<file path="config.mk">
export PLATFORM = sky130hd
export DESIGN_NAME = sum8_frame_receiver_with_ack
export DESIGN_NICKNAME = d
export VERILOG_FILES = /design/src/hw/rtl/sfr_pkg.sv /design/src/hw/rtl/sfr_parser.sv /design/src/hw/rtl/sfr_ack_tx.sv /design/src/hw/rtl/sum8_frame_receiver_with_ack.sv
export SDC_FILE = /design/constraint.sdc
export NUM_CORES = 1
export LEC_CHECK = 0
export ABC_AREA = 0
export ABC_CLOCK_PERIOD_IN_PS = 3260
export BUFFER_PORTS_ARGS = -buffer_cell sky130_fd_sc_hd__buf_2
export CORE_MARGIN = 3
export CORE_UTILIZATION = 38
export DETAILED_ROUTE_END_ITERATION = 10
export PLACE_DENSITY_LB_ADDON = 0.05
export SLEW_MARGIN = 20
export SYNTH_ARGS = -nofsm -noshare
export SYNTH_HDL_FRONTEND = slang
export SYNTH_HIERARCHICAL = 1
export SYNTH_SLANG_ARGS = --single-unit
</file>
<file path="constraint.sdc">
create_clock -name clk -period 3.26 [get_ports clk]
set_input_delay 0.652 -clock clk [delete_from_list [all_inputs] [get_ports clk]]
set_output_delay 0.652 -clock clk [all_outputs]
set_load 0.03 [all_outputs]
</file>
<file path="src/hw/rtl/sfr_pkg.sv">
// Shared types and constants for the sum-8 frame receiver.
// Used by sfr_parser, sfr_ack_tx and sum8_frame_receiver_with_ack.
package sfr_pkg;

  localparam int BYTE_W = 8;
  localparam int CFG_ADDR_W = 3;
  localparam int CFG_DATA_W = 32;

  localparam logic CFG_IDX_MAX_PAYLOAD = 1'b0;
  localparam logic [BYTE_W-1:0] MAX_PAYLOAD_RESET = 8'd49;

  localparam logic [BYTE_W-1:0] HDR_A = 8'hAA;
  localparam logic [BYTE_W-1:0] HDR_B = 8'hAF;
  localparam logic [BYTE_W-1:0] FUNC_LIMIT = 8'hF1;
  localparam logic [BYTE_W-1:0] ACK_ID = 8'hEF;
  localparam logic [BYTE_W-1:0] ACK_LEN = 8'h02;
  localparam logic [BYTE_W-1:0] ACK_FUNC_LO = 8'h10;
  localparam logic [BYTE_W-1:0] ACK_FUNC_HI = 8'h15;
  localparam logic [BYTE_W-1:0] ACK_HDR_SUM = HDR_A + HDR_A + ACK_ID + ACK_LEN;

  localparam logic [2:0] ACK_BEAT_FUNC = 3'd4;
  localparam logic [2:0] ACK_BEAT_SUM = 3'd5;
  localparam logic [2:0] ACK_BEAT_LAST = 3'd6;

  typedef struct packed {
    logic              valid;
    logic [BYTE_W-1:0] func;
    logic [BYTE_W-1:0] sum;
  } ack_req_t;

endpackage

</file>
<file path="src/hw/rtl/sfr_parser.sv">
// Input register and frame parser state for the sum-8 frame receiver.
// Depends on sfr_pkg for constants and the acknowledge request struct.
module sfr_parser (
  input  logic                      clk,
  input  logic                      rst,
  input  logic                      s_tvalid,
  output logic                      s_tready,
  input  logic [sfr_pkg::BYTE_W-1:0] s_tdata,
  input  logic [sfr_pkg::BYTE_W-1:0] max_payload,
  output sfr_pkg::ack_req_t         ack_req,
  input  logic                      ack_ready
);

  localparam logic [2:0] PH_IDLE = 3'd0;
  localparam logic [2:0] PH_HDR_A = 3'd1;
  localparam logic [2:0] PH_HDR_B = 3'd2;
  localparam logic [2:0] PH_FUNC = 3'd3;
  localparam logic [2:0] PH_PAYLOAD = 3'd4;
  localparam logic [2:0] PH_SUM = 3'd5;

  logic                       in_valid;
  logic [sfr_pkg::BYTE_W-1:0] in_byte;
  logic [2:0]                 phase, phase_next;
  logic [sfr_pkg::BYTE_W-1:0] bytes_left, bytes_left_next;
  logic [sfr_pkg::BYTE_W-1:0] func_code, func_code_next;
  logic [sfr_pkg::BYTE_W-1:0] running_sum, running_sum_next;
  logic                       sum_ok;
  logic                       consume;

  always_comb begin
    sum_ok = (phase == PH_SUM) && (in_byte == running_sum) &&
             (func_code inside {[sfr_pkg::ACK_FUNC_LO:sfr_pkg::ACK_FUNC_HI]});
    ack_req.valid = in_valid && sum_ok;
    ack_req.func  = func_code;
    ack_req.sum   = running_sum;
    consume  = in_valid && (!sum_ok || ack_ready);
    s_tready = !in_valid || consume;
  end

  always_comb begin
    phase_next       = phase;
    bytes_left_next  = bytes_left;
    func_code_next   = func_code;
    running_sum_next = running_sum;
    case (phase)
      PH_IDLE: begin
        if (in_byte == sfr_pkg::HDR_A) begin
          phase_next       = PH_HDR_A;
          running_sum_next = in_byte;
        end
      end
      PH_HDR_A: begin
        if (in_byte == sfr_pkg::HDR_B) begin
          phase_next       = PH_HDR_B;
          running_sum_next = running_sum + in_byte;
        end else begin
          phase_next = PH_IDLE;
        end
      end
      PH_HDR_B: begin
        if (in_byte < sfr_pkg::FUNC_LIMIT) begin
          phase_next       = PH_FUNC;
          func_code_next   = in_byte;
          running_sum_next = running_sum + in_byte;
        end else begin
          phase_next = PH_IDLE;
        end
      end
      PH_FUNC: begin
        if (in_byte != '0 && in_byte <= max_payload) begin
          phase_next       = PH_PAYLOAD;
          bytes_left_next  = in_byte;
          running_sum_next = running_sum + in_byte;
        end else begin
          phase_next = PH_IDLE;
        end
      end
      PH_PAYLOAD: begin
        if (bytes_left != '0) begin
          running_sum_next = running_sum + in_byte;
          bytes_left_next  = bytes_left - 1'b1;
          if (bytes_left == 8'd1) begin
            phase_next = PH_SUM;
          end
        end else begin
          phase_next = PH_IDLE;
        end
      end
      default: begin
        phase_next = PH_IDLE;
      end
    endcase
  end

  always_ff @(posedge clk) begin
    if (rst) begin
      in_valid    <= 1'b0;
      phase       <= PH_IDLE;
      bytes_left  <= '0;
      func_code   <= '0;
      running_sum <= '0;
    end else begin
      if (s_tready) begin
        in_valid <= s_tvalid;
      end
      if (consume) begin
        phase       <= phase_next;
        bytes_left  <= bytes_left_next;
        func_code   <= func_code_next;
        running_sum <= running_sum_next;
      end
    end
  end

  always_ff @(posedge clk) begin
    if (s_tvalid && s_tready) begin
      in_byte <= s_tdata;
    end
  end

endmodule

</file>
<file path="src/hw/rtl/sfr_ack_tx.sv">
// Acknowledge frame sender: holds function and sum, emits seven beats.
// Depends on sfr_pkg for constants and the acknowledge request struct.
module sfr_ack_tx (
  input  logic                       clk,
  input  logic                       rst,
  input  sfr_pkg::ack_req_t          ack_req,
  output logic                       ack_ready,
  output logic                       m_tvalid,
  input  logic                       m_tready,
  output logic [sfr_pkg::BYTE_W-1:0] m_tdata,
  output logic                       m_tlast
);

  logic                       active;
  logic [2:0]                 beat;
  logic [sfr_pkg::BYTE_W-1:0] func;
  logic [sfr_pkg::BYTE_W-1:0] sum;
  logic [sfr_pkg::BYTE_W-1:0] cs;
  logic                       load;
  logic                       take;

  always_comb begin
    m_tvalid  = active;
    m_tlast   = (beat == sfr_pkg::ACK_BEAT_LAST);
    take      = active && m_tready;
    ack_ready = !active || (take && m_tlast);
    load      = ack_req.valid && ack_ready;
    case (beat)
      3'd0, 3'd1:             m_tdata = sfr_pkg::HDR_A;
      3'd2:                   m_tdata = sfr_pkg::ACK_ID;
      3'd3:                   m_tdata = sfr_pkg::ACK_LEN;
      sfr_pkg::ACK_BEAT_FUNC: m_tdata = func;
      sfr_pkg::ACK_BEAT_SUM:  m_tdata = sum;
      default:                m_tdata = cs;
    endcase
  end

  always_ff @(posedge clk) begin
    if (rst) begin
      active <= 1'b0;
      beat   <= '0;
    end else if (load) begin
      active <= 1'b1;
      beat   <= '0;
    end else if (take) begin
      if (m_tlast) begin
        active <= 1'b0;
      end
      beat <= beat + 1'b1;
    end
  end

  always_ff @(posedge clk) begin
    if (load) begin
      func <= ack_req.func;
      sum  <= ack_req.sum;
      cs   <= sfr_pkg::ACK_HDR_SUM + ack_req.func + ack_req.sum;
    end
  end

endmodule

</file>
<file path="src/hw/rtl/sum8_frame_receiver_with_ack.sv">
// Sum-8 frame receiver with acknowledge: top level with register port.
// Depends on sfr_pkg, sfr_parser and sfr_ack_tx.
//
// Usage:
//   s_* carries received bytes, one per beat (tdata[7:0] = rx_byte).
//   The parser looks for AA AF, function, length (1..max_payload), payload
//   and a sum byte. A good frame with function 0x10..0x15 makes m_* send the
//   seven-beat acknowledge AA AA EF 02 function sum checksum; tlast marks
//   the seventh beat (tdata[7:0] = tx_byte, tlast = tx_last).
//   max_payload sits at APB address 0 (reset 49); write it only while idle.
// Timing:
//   One byte is taken per cycle through the input register while s_tready is
//   high. Once the sum byte sits in the input register, the acknowledge is
//   loaded into the sender, whose registered active flag drives the first
//   beat on m_*; the beats then go out one per cycle, paced by m_tready.
//   A new acknowledge waits only while the previous one is still being sent;
//   the parser then holds the sum byte and s_tready drops.
// Reset: synchronous, clears the parser to idle, drops any acknowledge in
//   flight and restores max_payload to 49.
module sum8_frame_receiver_with_ack (
  input  logic                           clk,
  input  logic                           rst,
  input  logic                           s_tvalid,
  output logic                           s_tready,
  input  logic [sfr_pkg::BYTE_W-1:0]     s_tdata,   // [7:0] rx_byte
  output logic                           m_tvalid,
  input  logic                           m_tready,
  output logic [sfr_pkg::BYTE_W-1:0]     m_tdata,   // [7:0] tx_byte
  output logic                           m_tlast,
  input  logic                           psel,
  input  logic                           penable,
  input  logic                           pwrite,
  input  logic [sfr_pkg::CFG_ADDR_W-1:0] paddr,
  input  logic [sfr_pkg::CFG_DATA_W-1:0] pwdata,
  output logic [sfr_pkg::CFG_DATA_W-1:0] prdata,
  output logic                           pready
);

  logic [sfr_pkg::BYTE_W-1:0] max_payload;
  sfr_pkg::ack_req_t          ack_req;
  logic                       ack_ready;
  logic                       reg_sel;

  assign pready  = 1'b1;
  assign reg_sel = (paddr[sfr_pkg::CFG_ADDR_W-1] == sfr_pkg::CFG_IDX_MAX_PAYLOAD);

  always_comb begin
    prdata = '0;
    if (reg_sel) begin
      prdata = {{(sfr_pkg::CFG_DATA_W-sfr_pkg::BYTE_W){1'b0}}, max_payload};
    end
  end

  always_ff @(posedge clk) begin
    if (rst) begin
      max_payload <= sfr_pkg::MAX_PAYLOAD_RESET;
    end else if (psel && penable && pwrite && pready && reg_sel) begin
      max_payload <= pwdata[sfr_pkg::BYTE_W-1:0];
    end
  end

  sfr_parser u_parser (
    .clk         (clk),
    .rst         (rst),
    .s_tvalid    (s_tvalid),
    .s_tready    (s_tready),
    .s_tdata     (s_tdata),
    .max_payload (max_payload),
    .ack_req     (ack_req),
    .ack_ready   (ack_ready)
  );

  sfr_ack_tx u_ack_tx (
    .clk       (clk),
    .rst       (rst),
    .ack_req   (ack_req),
    .ack_ready (ack_ready),
    .m_tvalid  (m_tvalid),
    .m_tready  (m_tready),
    .m_tdata   (m_tdata),
    .m_tlast   (m_tlast)
  );

`ifndef SYNTHESIS
  a_req_held: assert property (@(posedge clk) disable iff (rst)
    ack_req.valid && !ack_ready |=> ack_req.valid && $stable(ack_req.func) &&
    $stable(ack_req.sum))
    else $error("acknowledge request dropped while sender busy");

  a_frame_end: assert property (@(posedge clk) disable iff (rst)
    m_tvalid && m_tready && m_tlast && !ack_req.valid |=> !m_tvalid)
    else $error("sender still active after last beat");

  a_req_stalls_input: assert property (@(posedge clk) disable iff (rst)
    ack_req.valid && !ack_ready |-> !s_tready)
    else $error("input taken while acknowledge pending");

  a_cfg_reset: assert property (@(posedge clk)
    rst |=> max_payload == sfr_pkg::MAX_PAYLOAD_RESET)
    else $error("max_payload not restored by reset");
`endif

endmodule

</file>
# Word-level counts from Yosys, hierarchy flattened
# Index checks and enable logic that the tools add are counted.
# totals
regBits	72
latch_bits	0
ramBits	0
mem_bits_ro	0
inputBits	50
out_inout_bits	44
word_cells	98
memories	0
# classes
addsub	5
mul	0
div	0
order_cmp	4
eq_ne	21
shifts	0
muxes	21
bitwise_logic	1
n_reduce_logical	34
# op_table
cell	n
$pmux W8 S5	2
$mux W8	8
$add A8 B8 Y8	2
$eq A8 B8 Y1 const B	2
$pmux W8 S2	1
$reduce_bool A8 Y1	2
$eq A3 B3 Y1 const B	5
$pmux W3 S5	1
$logic_and A1 B1 Y1	13
$eq A3 B2 Y1 const B	4
$mux W3	4
$ne A2 B1 Y1 const B	5
$add A7 B8 Y8 const A	1
$eq A8 B1 Y1 const B	1
$eq A8 B8 Y1	1
$ge A8 B5 Y1 const B	1
$le A8 B5 Y1 const B	1
$le A8 B8 Y1	1
$lt A8 B8 Y1 const B	1
$sub A8 B1 Y8 const B	1
$reduce_and A7 Y1	1
$eq A3 B1 Y1 const B	2
$logic_not A3 Y1	2
$reduce_and A3 Y1	2
12 further kinds	22

# Depth between registers and ports, before layout
# Gate-level depths: netlist of the first run.
# logic_depth
ltp_word	8
depth_mapped	10
mapped_depth_nobuf	9

# Cells and area by module
# The synthesis of the first run kept the hierarchy.
# modules_own_cells
module	instances	cells_per_inst	area_per_inst_um2	seq_area_each_um2
sfr_parser	1	306	2538.7	800.8
sfr_ack_tx	1	133	1546.5	800.8
sum8_frame_receiver_with_ack	1	70	615.6	160.2

# Worst setup path before layout of the first run
# Ideal clock, no wire load.
# synth_path
kind	register -> register
startpoint	register u_parser/in_byte[5] (netlist name)
endpoint	register u_ack_tx/cs[0] (netlist name) (enable)
setup_time_ps	383
t_arrival_ps	2229
required_ps	2877
slack_ps	648
stages_incl_launch_ff	7
n_path_buf	0
synth_period_minus_slack_ps	2612
cell_sequence	edfxtp_1 ha_1 or4bb_1 nor2_1 nand4_1 inv_1 and2_1
# synth_lines
element	line_no	rtl
start, declared	sfr_parser.sv:22	logic [sfr_pkg::BYTE_W-1:0] in_byte;
start signal, assigned	sfr_parser.sv:117	in_byte <= s_tdata;
end signal, assigned	sfr_ack_tx.sv:57	cs <= sfr_pkg::ACK_HDR_SUM + ack_req.func + ack_req.sum;
end, declared	sfr_ack_tx.sv:18	logic [sfr_pkg::BYTE_W-1:0] cs;

# Worst setup path in the final report of the first run
# layout_path
startpoint	register u_parser/in_byte[5] (netlist name)
endpoint	output port s_tready
# layout_between
elab_chain_len	7
# layout_rtl
element	line_no	rtl
$eq A8 B8 Y1	sfr_parser.sv:31	sum_ok = (phase == PH_SUM) && (in_byte == running_sum) &&
$logic_and A1 B1 Y1 (2 in a row)	sfr_parser.sv:31	
$logic_not A1 Y1	sfr_parser.sv:36	consume = in_valid && (!sum_ok || ack_ready);
$logic_or A1 B1 Y1	sfr_parser.sv:36	
$logic_and A1 B1 Y1	sfr_parser.sv:36	
$logic_or A1 B1 Y1	sfr_parser.sv:37	s_tready = !in_valid || consume;
end, declared	sum8_frame_receiver_with_ack.sv:24	output logic s_tready,
# Every way passes these cells.

==> impl_metrics.ini, run 1 <==
[floorplan]
initial_utilization_pct = 39.97
die-width_um = 117.2
floorplan.io_pins = 94
floorplan.die.height_um = 117.2
placement_rows = 39
die-area_um2 = 13740
core_um2 = 11760

[worst_setup_path]
timing.critical_path.required_ps = 2610
start_kind = register
critical_path.max_fanout = 5
critPathArrivalTime_ps = 2470
reg2reg_slack_ps = 600
crit_type = reg -> out
end_kind = output pin

[clocking]
cts_tree = built
worst_skew_pair.late_latency_ps = 340
post-cts-setup-buffer-count = 0
ctsHtreeMaxLevel = 3
cts-buffers-inserted = 9
cts_resized = 0
clk_root_buffer_cell = clkbuf_16
cts_hold_buf = 0
cts.reportedPaths.clkPinSlew_ps = 60
clk_path_buf_depth = 2
clock_sinks = 72

[final_layout]
final.fill_count = 1145
multiInputGateArea_um2 = 2613
num-nets-final = 644
layoutNonFillerInstCount = 725
register_area_um2 = 1762
area_growth_pct = 13.52
final_core_utilization_pct = 45.38
stdcell_area_um2 = 5336
num_antenna_cells = 0
post_route_cells_drive_above_1_share_pct = 16.04

[timing]
final_total_negative_setup_slack_ps = 0
unrepaired_setup_endpoints_after_global_routing = false
fin_worst_hold_slack_ps = 463.7
tightestPinTransition_ps = 796.1
maxSlewHeadroom_pct = 46.82
timing_max_transition_violations_final = 0
post-route-period-util_pct = 95.61
timing.final.crit_period_ps = 3117
fmaxAchievable_mhz = 320.8
hold_viol_final = 0
report.final.setup_viol = 0
finClkSkew_ps = 8.016

[global_routing]
grt_overflow_total = 0
global_route_wire_length_before_repair_um = 18880
globalRouteTotalUtil_pct = 17.92
via_count_of_the_first_global_routing_pass = 3603
grt_max_degree = 28
antenna_found_initial = 0

[placed_design]
placed_cells_incl_taps = 709
port-buffer-count = 42
placedInstanceArea_um2 = 5012
dp_hpwl_um = 8839
gpl_congestion = 0.8988

[worst_hold_path]
hold_path_class = reg -> reg

[routing]
route.vias.total = 3792
drtIter0Drc = 191
drt_pre_antenna_iters = 5
route.detailed.vias_per_inst = 5.230
wl_per_cell_um = 15.91
postRouteWirelength_um = 11540
route.antenna.remaining_nets = 0
remaining_drc_errors = 0

[synth]
synth_warnings = 6
synth_async_sr_flop_share_pct = 0
flops_latches_synth = 72
ys_seq_area_share_pct = 37.48
dominantRegCellSynth = dfxtp_1
synth-edff-count = 32
netlist-cell-type-count = 71
syn-cell-area_um2 = 4701
syn_avg_cell_area_um2 = 9.235
synthesis.instances = 509

[pwr]
leakage_power_nw = 2.159
max-vdd-ir-drop_v = 0.0003974
powerDensity_nw_per_um2 = 431.7

[job]
maxCapViolations = 0

[outcome]
status = finished clean
[final cells by class]
| class | instances | share of cell area, % |
|---|---|---|
| multi-input cells | 386 | 48.96 |
| inverters | 32 | 2.345 |
| flip-flops and latches | 72 | 33.01 |
| clock buffers | 12 | 5.018 |
| clock inverters | 4 | 1.055 |
| repair buffers | 55 | 5.768 |
| well taps | 164 | 3.845 |
[kinds of logic (layout without fill, tap and decap cells)]
family                     count (synthesis)  count (layout)  synth area share (%)
AOI/OAI and AO/OA                        126             126                 18.90
xor gates and xnor gates                  11              11                 2.050
DFF                                       72              72                 37.48
and+or+nand+nor                          176             176                 20.07
adders and majority gates                 38              38                 10.43
muxes                                     10              10                 2.129
buffers and inverters                     74             103                 8.783
other                                      2              25                0.1598
[power by group]
part / leakage (nW) / internal (W) / total (W) / switching [W]
logic: 1.36 / 0.0000916 / 0.000269 / 0.000177
clock network: 0.159 / 0.000668 / 0.00106 / 0.000390
registers: 0.638 / 0.000955 / 0.000977 / 0.0000220
total: 2.16 / 0.00171 / 0.00230 / 0.000589
[state kept, by name, summed over array words and instances (netlist names), 3 cells and up]
name and cells:
u_parser/in_byte 8, max_payload 8, u_ack_tx/sum 8, u_ack_tx/func 8, u_parser/running_sum 8, u_parser/bytes_left 8
u_ack_tx/beat 3, u_parser/phase 3, u_parser/func_code 8, u_ack_tx/cs 8
[routing by layer]
metal | GRT usage (%) | wire [um] | vias up
li1 | - | - | 1903
met1 | 22.66 | 5236 | 1785
met2 | 29.83 | 5538 | 84
met3 | 4.319 | 475 | 20
met4 | 6.346 | 286 | 0
met5 | 0 | 0 | -
[through the flow]
step | setup WS (ps) | total power [W]
after floorplan | 647.7 | 0.001206
after global placement | 520.5 | 0.001261
after detailed placement | 495.2 | 0.001263
after CTS | 116.0 | 0.002334
after global routing | 35.04 | 0.002412
final | 143.0 | 0.002303
[path summary, 6_finish.rpt]
check	cells past startpoint	startpoint	endpoint
max	7	u_parser/in_byte[5]	s_tready
min	0	u_parser/func_code[0]	u_ack_tx/func[0]
max reg2reg	8	u_parser/in_byte[0]	u_parser/running_sum[7]
min reg2reg	0	u_parser/func_code[0]	u_ack_tx/func[0]
[Yosys cell counts (3+ instances only)]
| master | n | area (um^2) |
|---|---|---|
| nand2_1 | 46 | 172.7 |
| a21oi_1 | 44 | 220.2 |
| dfxtp_1 | 40 | 800.8 |
| nor2_1 | 37 | 138.9 |
| ha_1 | 36 | 450.4 |
| edfxtp_1 | 32 | 960.9 |
| inv_1 | 30 | 112.6 |
| buf_4 | 27 | 202.7 |
| nand2b_1 | 16 | 100.1 |
| nand3_1 | 14 | 70.07 |
| o21ai_0 | 14 | 70.07 |
| mux2i_1 | 10 | 100.1 |
| nor3_1 | 10 | 50.05 |
| and2b_2 | 8 | 70.07 |
| o211ai_1 | 8 | 60.06 |
| xnor2_1 | 8 | 70.07 |
| a211oi_1 | 7 | 52.55 |
| a21o_1 | 7 | 52.55 |
| clkbuf_1 | 7 | 26.28 |
| nand4_1 | 7 | 43.79 |
| nor2b_1 | 6 | 37.54 |
| o31ai_1 | 6 | 45.04 |
| buf_2 | 5 | 25.02 |
| nor4_1 | 5 | 31.28 |
| o2111ai_1 | 5 | 43.79 |
| a22oi_1 | 4 | 30.03 |
| a311oi_1 | 4 | 35.03 |
| o21a_1 | 4 | 30.03 |
| buf_6 | 3 | 33.78 |
| o21ai_1 | 3 | 15.01 |
| xor2_1 | 3 | 26.28 |
[worst max-delay path: stages (launching register included)]
cell and delay (ps):
edfxtp_1 450, ha_1 400, or4bb_1 510, nor2_1 120, nand4_1 170, nor2_1 230, inv_1 70, buf_2 180
[layout by cell type (no fill, tap or decap), types with 13 or more instances in the layout]
cell type,instances
o21ai_0,14
buf_2,42
nor2_1,37
nand2_1,46
nand2b_1,16
conb_1,25
a21oi_1,44
edfxtp_1,32
nand3_1,14
dfxtp_1,40
buf_4,13
inv_1,30
ha_1,36
No activity file was read; power rests on OpenSTA's default activity.
==> run 2: changes to the inputs <==
- GPL_TIMING_DRIVEN: default -> 0
==> impl_metrics.ini, run 2 (synthesis gave the netlist of run 1 again) <==
[routing]
drt_pre_antenna_iters = 5
remaining_drc_errors = 0
route.vias.total = 3898
route.antenna.remaining_nets = 0
postRouteWirelength_um = 11910
route.detailed.vias_per_inst = 5.136
wl_per_cell_um = 15.70
drtIter0Drc = 209

[clocking]
cts.reportedPaths.clkPinSlew_ps = 60
clk_root_buffer_cell = clkbuf_16
cts-buffers-inserted = 9
worst_skew_pair.late_latency_ps = 330
post-cts-setup-buffer-count = 2
cts_tree = built
clk_path_buf_depth = 2
cts_hold_buf = 0
ctsHtreeMaxLevel = 3
cts_resized = 0
clock_sinks = 72

[global_routing]
antenna_found_initial = 0
grt_max_degree = 25
grt_overflow_total = 0
via_count_of_the_first_global_routing_pass = 3749
global_route_wire_length_before_repair_um = 19230
globalRouteTotalUtil_pct = 18.37

[final_layout]
num-nets-final = 678
area_growth_pct = 17.59
post_route_cells_drive_above_1_share_pct = 19.50
num_antenna_cells = 0
most-common-layout-cells = buf_2 (47), nand2_1 (46), a21oi_1 (44)
final.fill_count = 1141
final_common_cell = buf_2

[timing]
maxSlewHeadroom_pct = 30.29
finClkSkew_ps = 5.634
hold_viol_final = 0
unrepaired_setup_endpoints_after_global_routing = false
fmaxAchievable_mhz = 319.4
timing.final.crit_period_ps = 3131
report.final.setup_viol = 0
post-route-period-util_pct = 96.05
fin_worst_hold_slack_ps = 468.2
tightestPinTransition_ps = 1046
final_total_negative_setup_slack_ps = 0
timing_max_transition_violations_final = 0

[floorplan]
floorplan.die.height_um = 117.2
initial_utilization_pct = 39.97
die-width_um = 117.2
die-area_um2 = 13740
floorplan.io_pins = 94
core_um2 = 11760
placement_rows = 39

[pwr]
p_total_w = 0.002238
leakage_power_nw = 2.291
max-vdd-ir-drop_v = 0.0003493
powerDensity_nw_per_um2 = 404.8

[placed_design]
port-buffer-count = 42
dp_hpwl_um = 8712
gpl_congestion = 0.9314

[worst_setup_path]
crit_type = reg -> out
start_kind = register
critPathArrivalTime_ps = 2480
end_kind = output pin
critical_path.max_fanout = 5
timing.critical_path.required_ps = 2610

[worst_hold_path]
hold_path_class = reg -> reg

[outcome]
status = finished clean

[job]
maxCapViolations = 0
-- run 2: stage by stage --
| stage | util [%] | setup WS, ps | std cells | area (um^2) |
|---|---|---|---|---|
| after floorplan | - | 647.7 | 532 | 4787 |
| after global placement | 44.24 | 13.05 | 738 | 5202 |
| after detailed placement | 44.24 | -5.920 | 738 | 5202 |
| after CTS | 46.81 | 24.27 | 756 | 5505 |
| after global routing | 47.01 | 1.727 | 759 | 5528 |
| final | 47.01 | 128.8 | 759 | 5528 |
-- run 2: worst paths after layout --
path                                            start          endpoint  slack, ps  cells after the start
worst max-delay path              u_parser/in_byte[5]          s_tready        130                      7
worst min register to register  u_parser/func_code[0]  u_ack_tx/func[0]        470                      0
worst min-delay path            u_parser/func_code[0]  u_ack_tx/func[0]        470                      0
worst max register to register    u_parser/in_byte[5]   u_ack_tx/sum[5]        200                      6
-- run 2: power by group --
| part | total, W | internal (W) | switching, W | leakage (nW) |
|---|---|---|---|---|
| registers | 0.000981 | 0.000955 | 0.0000258 | 0.638 |
| logic | 0.000295 | 0.000113 | 0.000181 | 1.52 |
| clock network | 0.000962 | 0.000584 | 0.000378 | 0.136 |
| total | 0.00224 | 0.00165 | 0.000586 | 2.29 |
-- run 2: metal layers --
layer	wire, um	track usage, %	vias up
met3	474	3.805	21
met1	5346	23.23	1826
li1	-	-	1962
met2	5774	30.28	89
met5	0	0	-
met4	318	8.028	0
-- run 2: worst max-delay path, cell delays in order, from the launching register on --
cell	delay, ps
edfxtp_1	480
ha_1	390
or4bb_1	490
nor2_1	140
nand4_1	180
nor2_1	220
inv_1	60
buf_2	170
-- run 2: layout make-up --
type / instances / area [um^2] / area share (%)
multi-input combinational: 386 / 2613 / 47.26
sequential: 72 / 1762 / 31.87
buffer: 42 / 287.8 / 5.206
timing repair buffer: 47 / 247.7 / 4.482
clock buffer: 9 / 225.2 / 4.074
tap: 164 / 205.2 / 3.712
inverter: 32 / 125.1 / 2.263
clock inverter: 7 / 62.56 / 1.132
==> run 3: changes to the inputs <==
- PLACE_DENSITY_LB_ADDON: 0.05 -> default
==> impl_metrics.ini, run 3 (synthesis gave the netlist of run 1 again) <==
[routing]
remaining_drc_errors = 0
route.vias.total = 3917
wl_per_cell_um = 15.41
postRouteWirelength_um = 11670
drt_pre_antenna_iters = 5
route.antenna.remaining_nets = 0
drtIter0Drc = 238
route.detailed.vias_per_inst = 5.174

[worst_setup_path]
reg2reg_from = u_parser/in_byte[2]
reg2reg_slack_ps = 400
critPathArrivalTime_ps = 2470
timing.critical_path.required_ps = 2610
cp_slowest_stage_delay_ps = 560
critical_path.max_fanout = 7
critical_path.reg2reg.endpoint = u_parser/bytes_left[0]
cpMaxStageDelayCell = edfxtp_1
cp_top_family = simple AND/OR/NAND/NOR gates
start_kind = register
critical_path_buf_inv_count = 2
r2r_cells = 6
end_kind = output pin
crit_path_cell_trace = ha_2 -> or4_1 -> nor2_1 -> nand4_1 -> nor2_2 -> inv_1 -> buf_2
crit_type = reg -> out

[floorplan]
die-area_um2 = 13740
die-width_um = 117.2
core_um2 = 11760
floorplan.io_pins = 94
floorplan.die.height_um = 117.2
placement_rows = 39
initial_utilization_pct = 39.97

[final_layout]
area_growth_pct = 17.94
num-nets-final = 676
post_route_cells_drive_above_1_share_pct = 19.56
final_common_cell = buf_2
register_area_um2 = 1762
final.fill_count = 1128
num_antenna_cells = 0
multiInputGateArea_um2 = 2619
most-common-layout-cells = buf_2 (47), nand2_1 (46), a21oi_1 (44)
layoutNonFillerInstCount = 757

[clocking]
cts_tree = built
clk_path_buf_depth = 2
clk_root_buffer_cell = clkbuf_16
clock_sinks = 72
cts-buffers-inserted = 9
ctsHtreeMaxLevel = 3
cts_hold_buf = 0
worst_skew_pair.late_latency_ps = 340
cts.reportedPaths.clkPinSlew_ps = 50

[pwr]
comb_power_share_pct = 12.4
powerDensity_nw_per_um2 = 416.0
power_switching_share_pct = 24.86
max-vdd-ir-drop_v = 0.0004618
cell_internal_pwr_w = 0.001733
power_switching_w = 0.0005733
seqPwrFrac_pct = 42.7
p_clk_share_pct = 44.8
leakage_power_nw = 2.292

[outcome]
status = finished clean

[timing]
hold_viol_final = 0
timing_max_transition_violations_final = 0
finClkSkew_ps = 4.964
maxSlewHeadroom_pct = 47.62
report.final.setup_viol = 0
layout_setup_ws_ps = 137.3
fmaxAchievable_mhz = 320.2
final_total_negative_setup_slack_ps = 0
post-route-period-util_pct = 95.79
timing.final.crit_period_ps = 3123
unrepaired_setup_endpoints_after_global_routing = false
tightestPinTransition_ps = 784.1

[global_routing]
antenna_found_initial = 0
grt_max_degree = 25
via_count_of_the_first_global_routing_pass = 3723
globalRouteTotalUtil_pct = 17.54
grt_overflow_total = 0
global_route_wire_length_before_repair_um = 18660

[placed_design]
placed_cells_incl_taps = 738
gpl_congestion = 0.9266
preCtsSetupSlack_ps = 79.96
port-buffer-count = 42
dp_hpwl_um = 8602

[worst_hold_path]
min-delay-start = u_parser/func_code[0]
min_delay_path_depth = 0
min_delay_worst_endpoint = u_ack_tx/func[0]
hold_path_class = reg -> reg

[job]
maxCapViolations = 0
run 3: worst max-delay path by stage:
| stage | from | end | slack (ps) | depth (start not counted) |
|---|---|---|---|---|
| CTS | u_parser/in_byte[4] | s_tready | 30 | 7 |
| detailed placement | u_parser/in_byte[5] | u_ack_tx/func[7] | 80 | 6 |
| floorplan | u_parser/in_byte[5] | u_ack_tx/cs[0] | 650 | 6 |
| global placement | u_parser/in_byte[5] | u_ack_tx/sum[7] | 130 | 6 |
| global route | u_parser/in_byte[2] | s_tready | 30 | 7 |
| finish | u_parser/in_byte[4] | s_tready | 140 | 7 |
run 3: routing by layer:
metal / wire (um) / up-vias / global-route usage (%)
li1: - / 1954 / -
met1: 5197 / 1813 / 22.20
met2: 5598 / 127 / 29.00
met3: 574 / 23 / 3.599
met4: 294 / 0 / 7.569
met5: 0 / - / 0
run 3: cell type report:
| cell class | count | share of cell area [%] |
|---|---|---|
| multi-input combinational | 386 | 47.24 |
| sequential | 72 | 31.78 |
| buffer | 42 | 5.191 |
| timing repair buffer | 45 | 4.198 |
| clock buffer | 10 | 4.130 |
| tap | 164 | 3.701 |
| inverter | 32 | 2.257 |
| clock inverter | 6 | 1.512 |
run 3: repair_timing:
| item | CTS | global route |
|---|---|---|
| setup buffers | 1 | 2 |
| endpoints found under the setup margin | 1 | 25 |
| gates resized for setup | 0 | 3 |
run 3: per-stage QoR:
stage               cell area, um^2  hold slack, ps  total power [W]  util (%)
CTS                            5523           473.0         0.002329     46.96
global route                   5544           485.6         0.002401     47.14
global placement               5202           452.2         0.001274     44.24
finish                         5544           466.4         0.002307     47.14
floorplan                      4787           429.9         0.001206         -
detailed placement             5202           460.1         0.001280     44.24
run 3: power by group through the flow:
stage                     clock network, W  registers [W]  logic, W
after floorplan                          0       0.000991  0.000215
after global placement                   0        0.00101  0.000269
after detailed placement                 0        0.00101  0.000273
after CTS                          0.00106       0.000985  0.000279
after global routing               0.00110       0.000987  0.000313
final                              0.00103       0.000986  0.000287
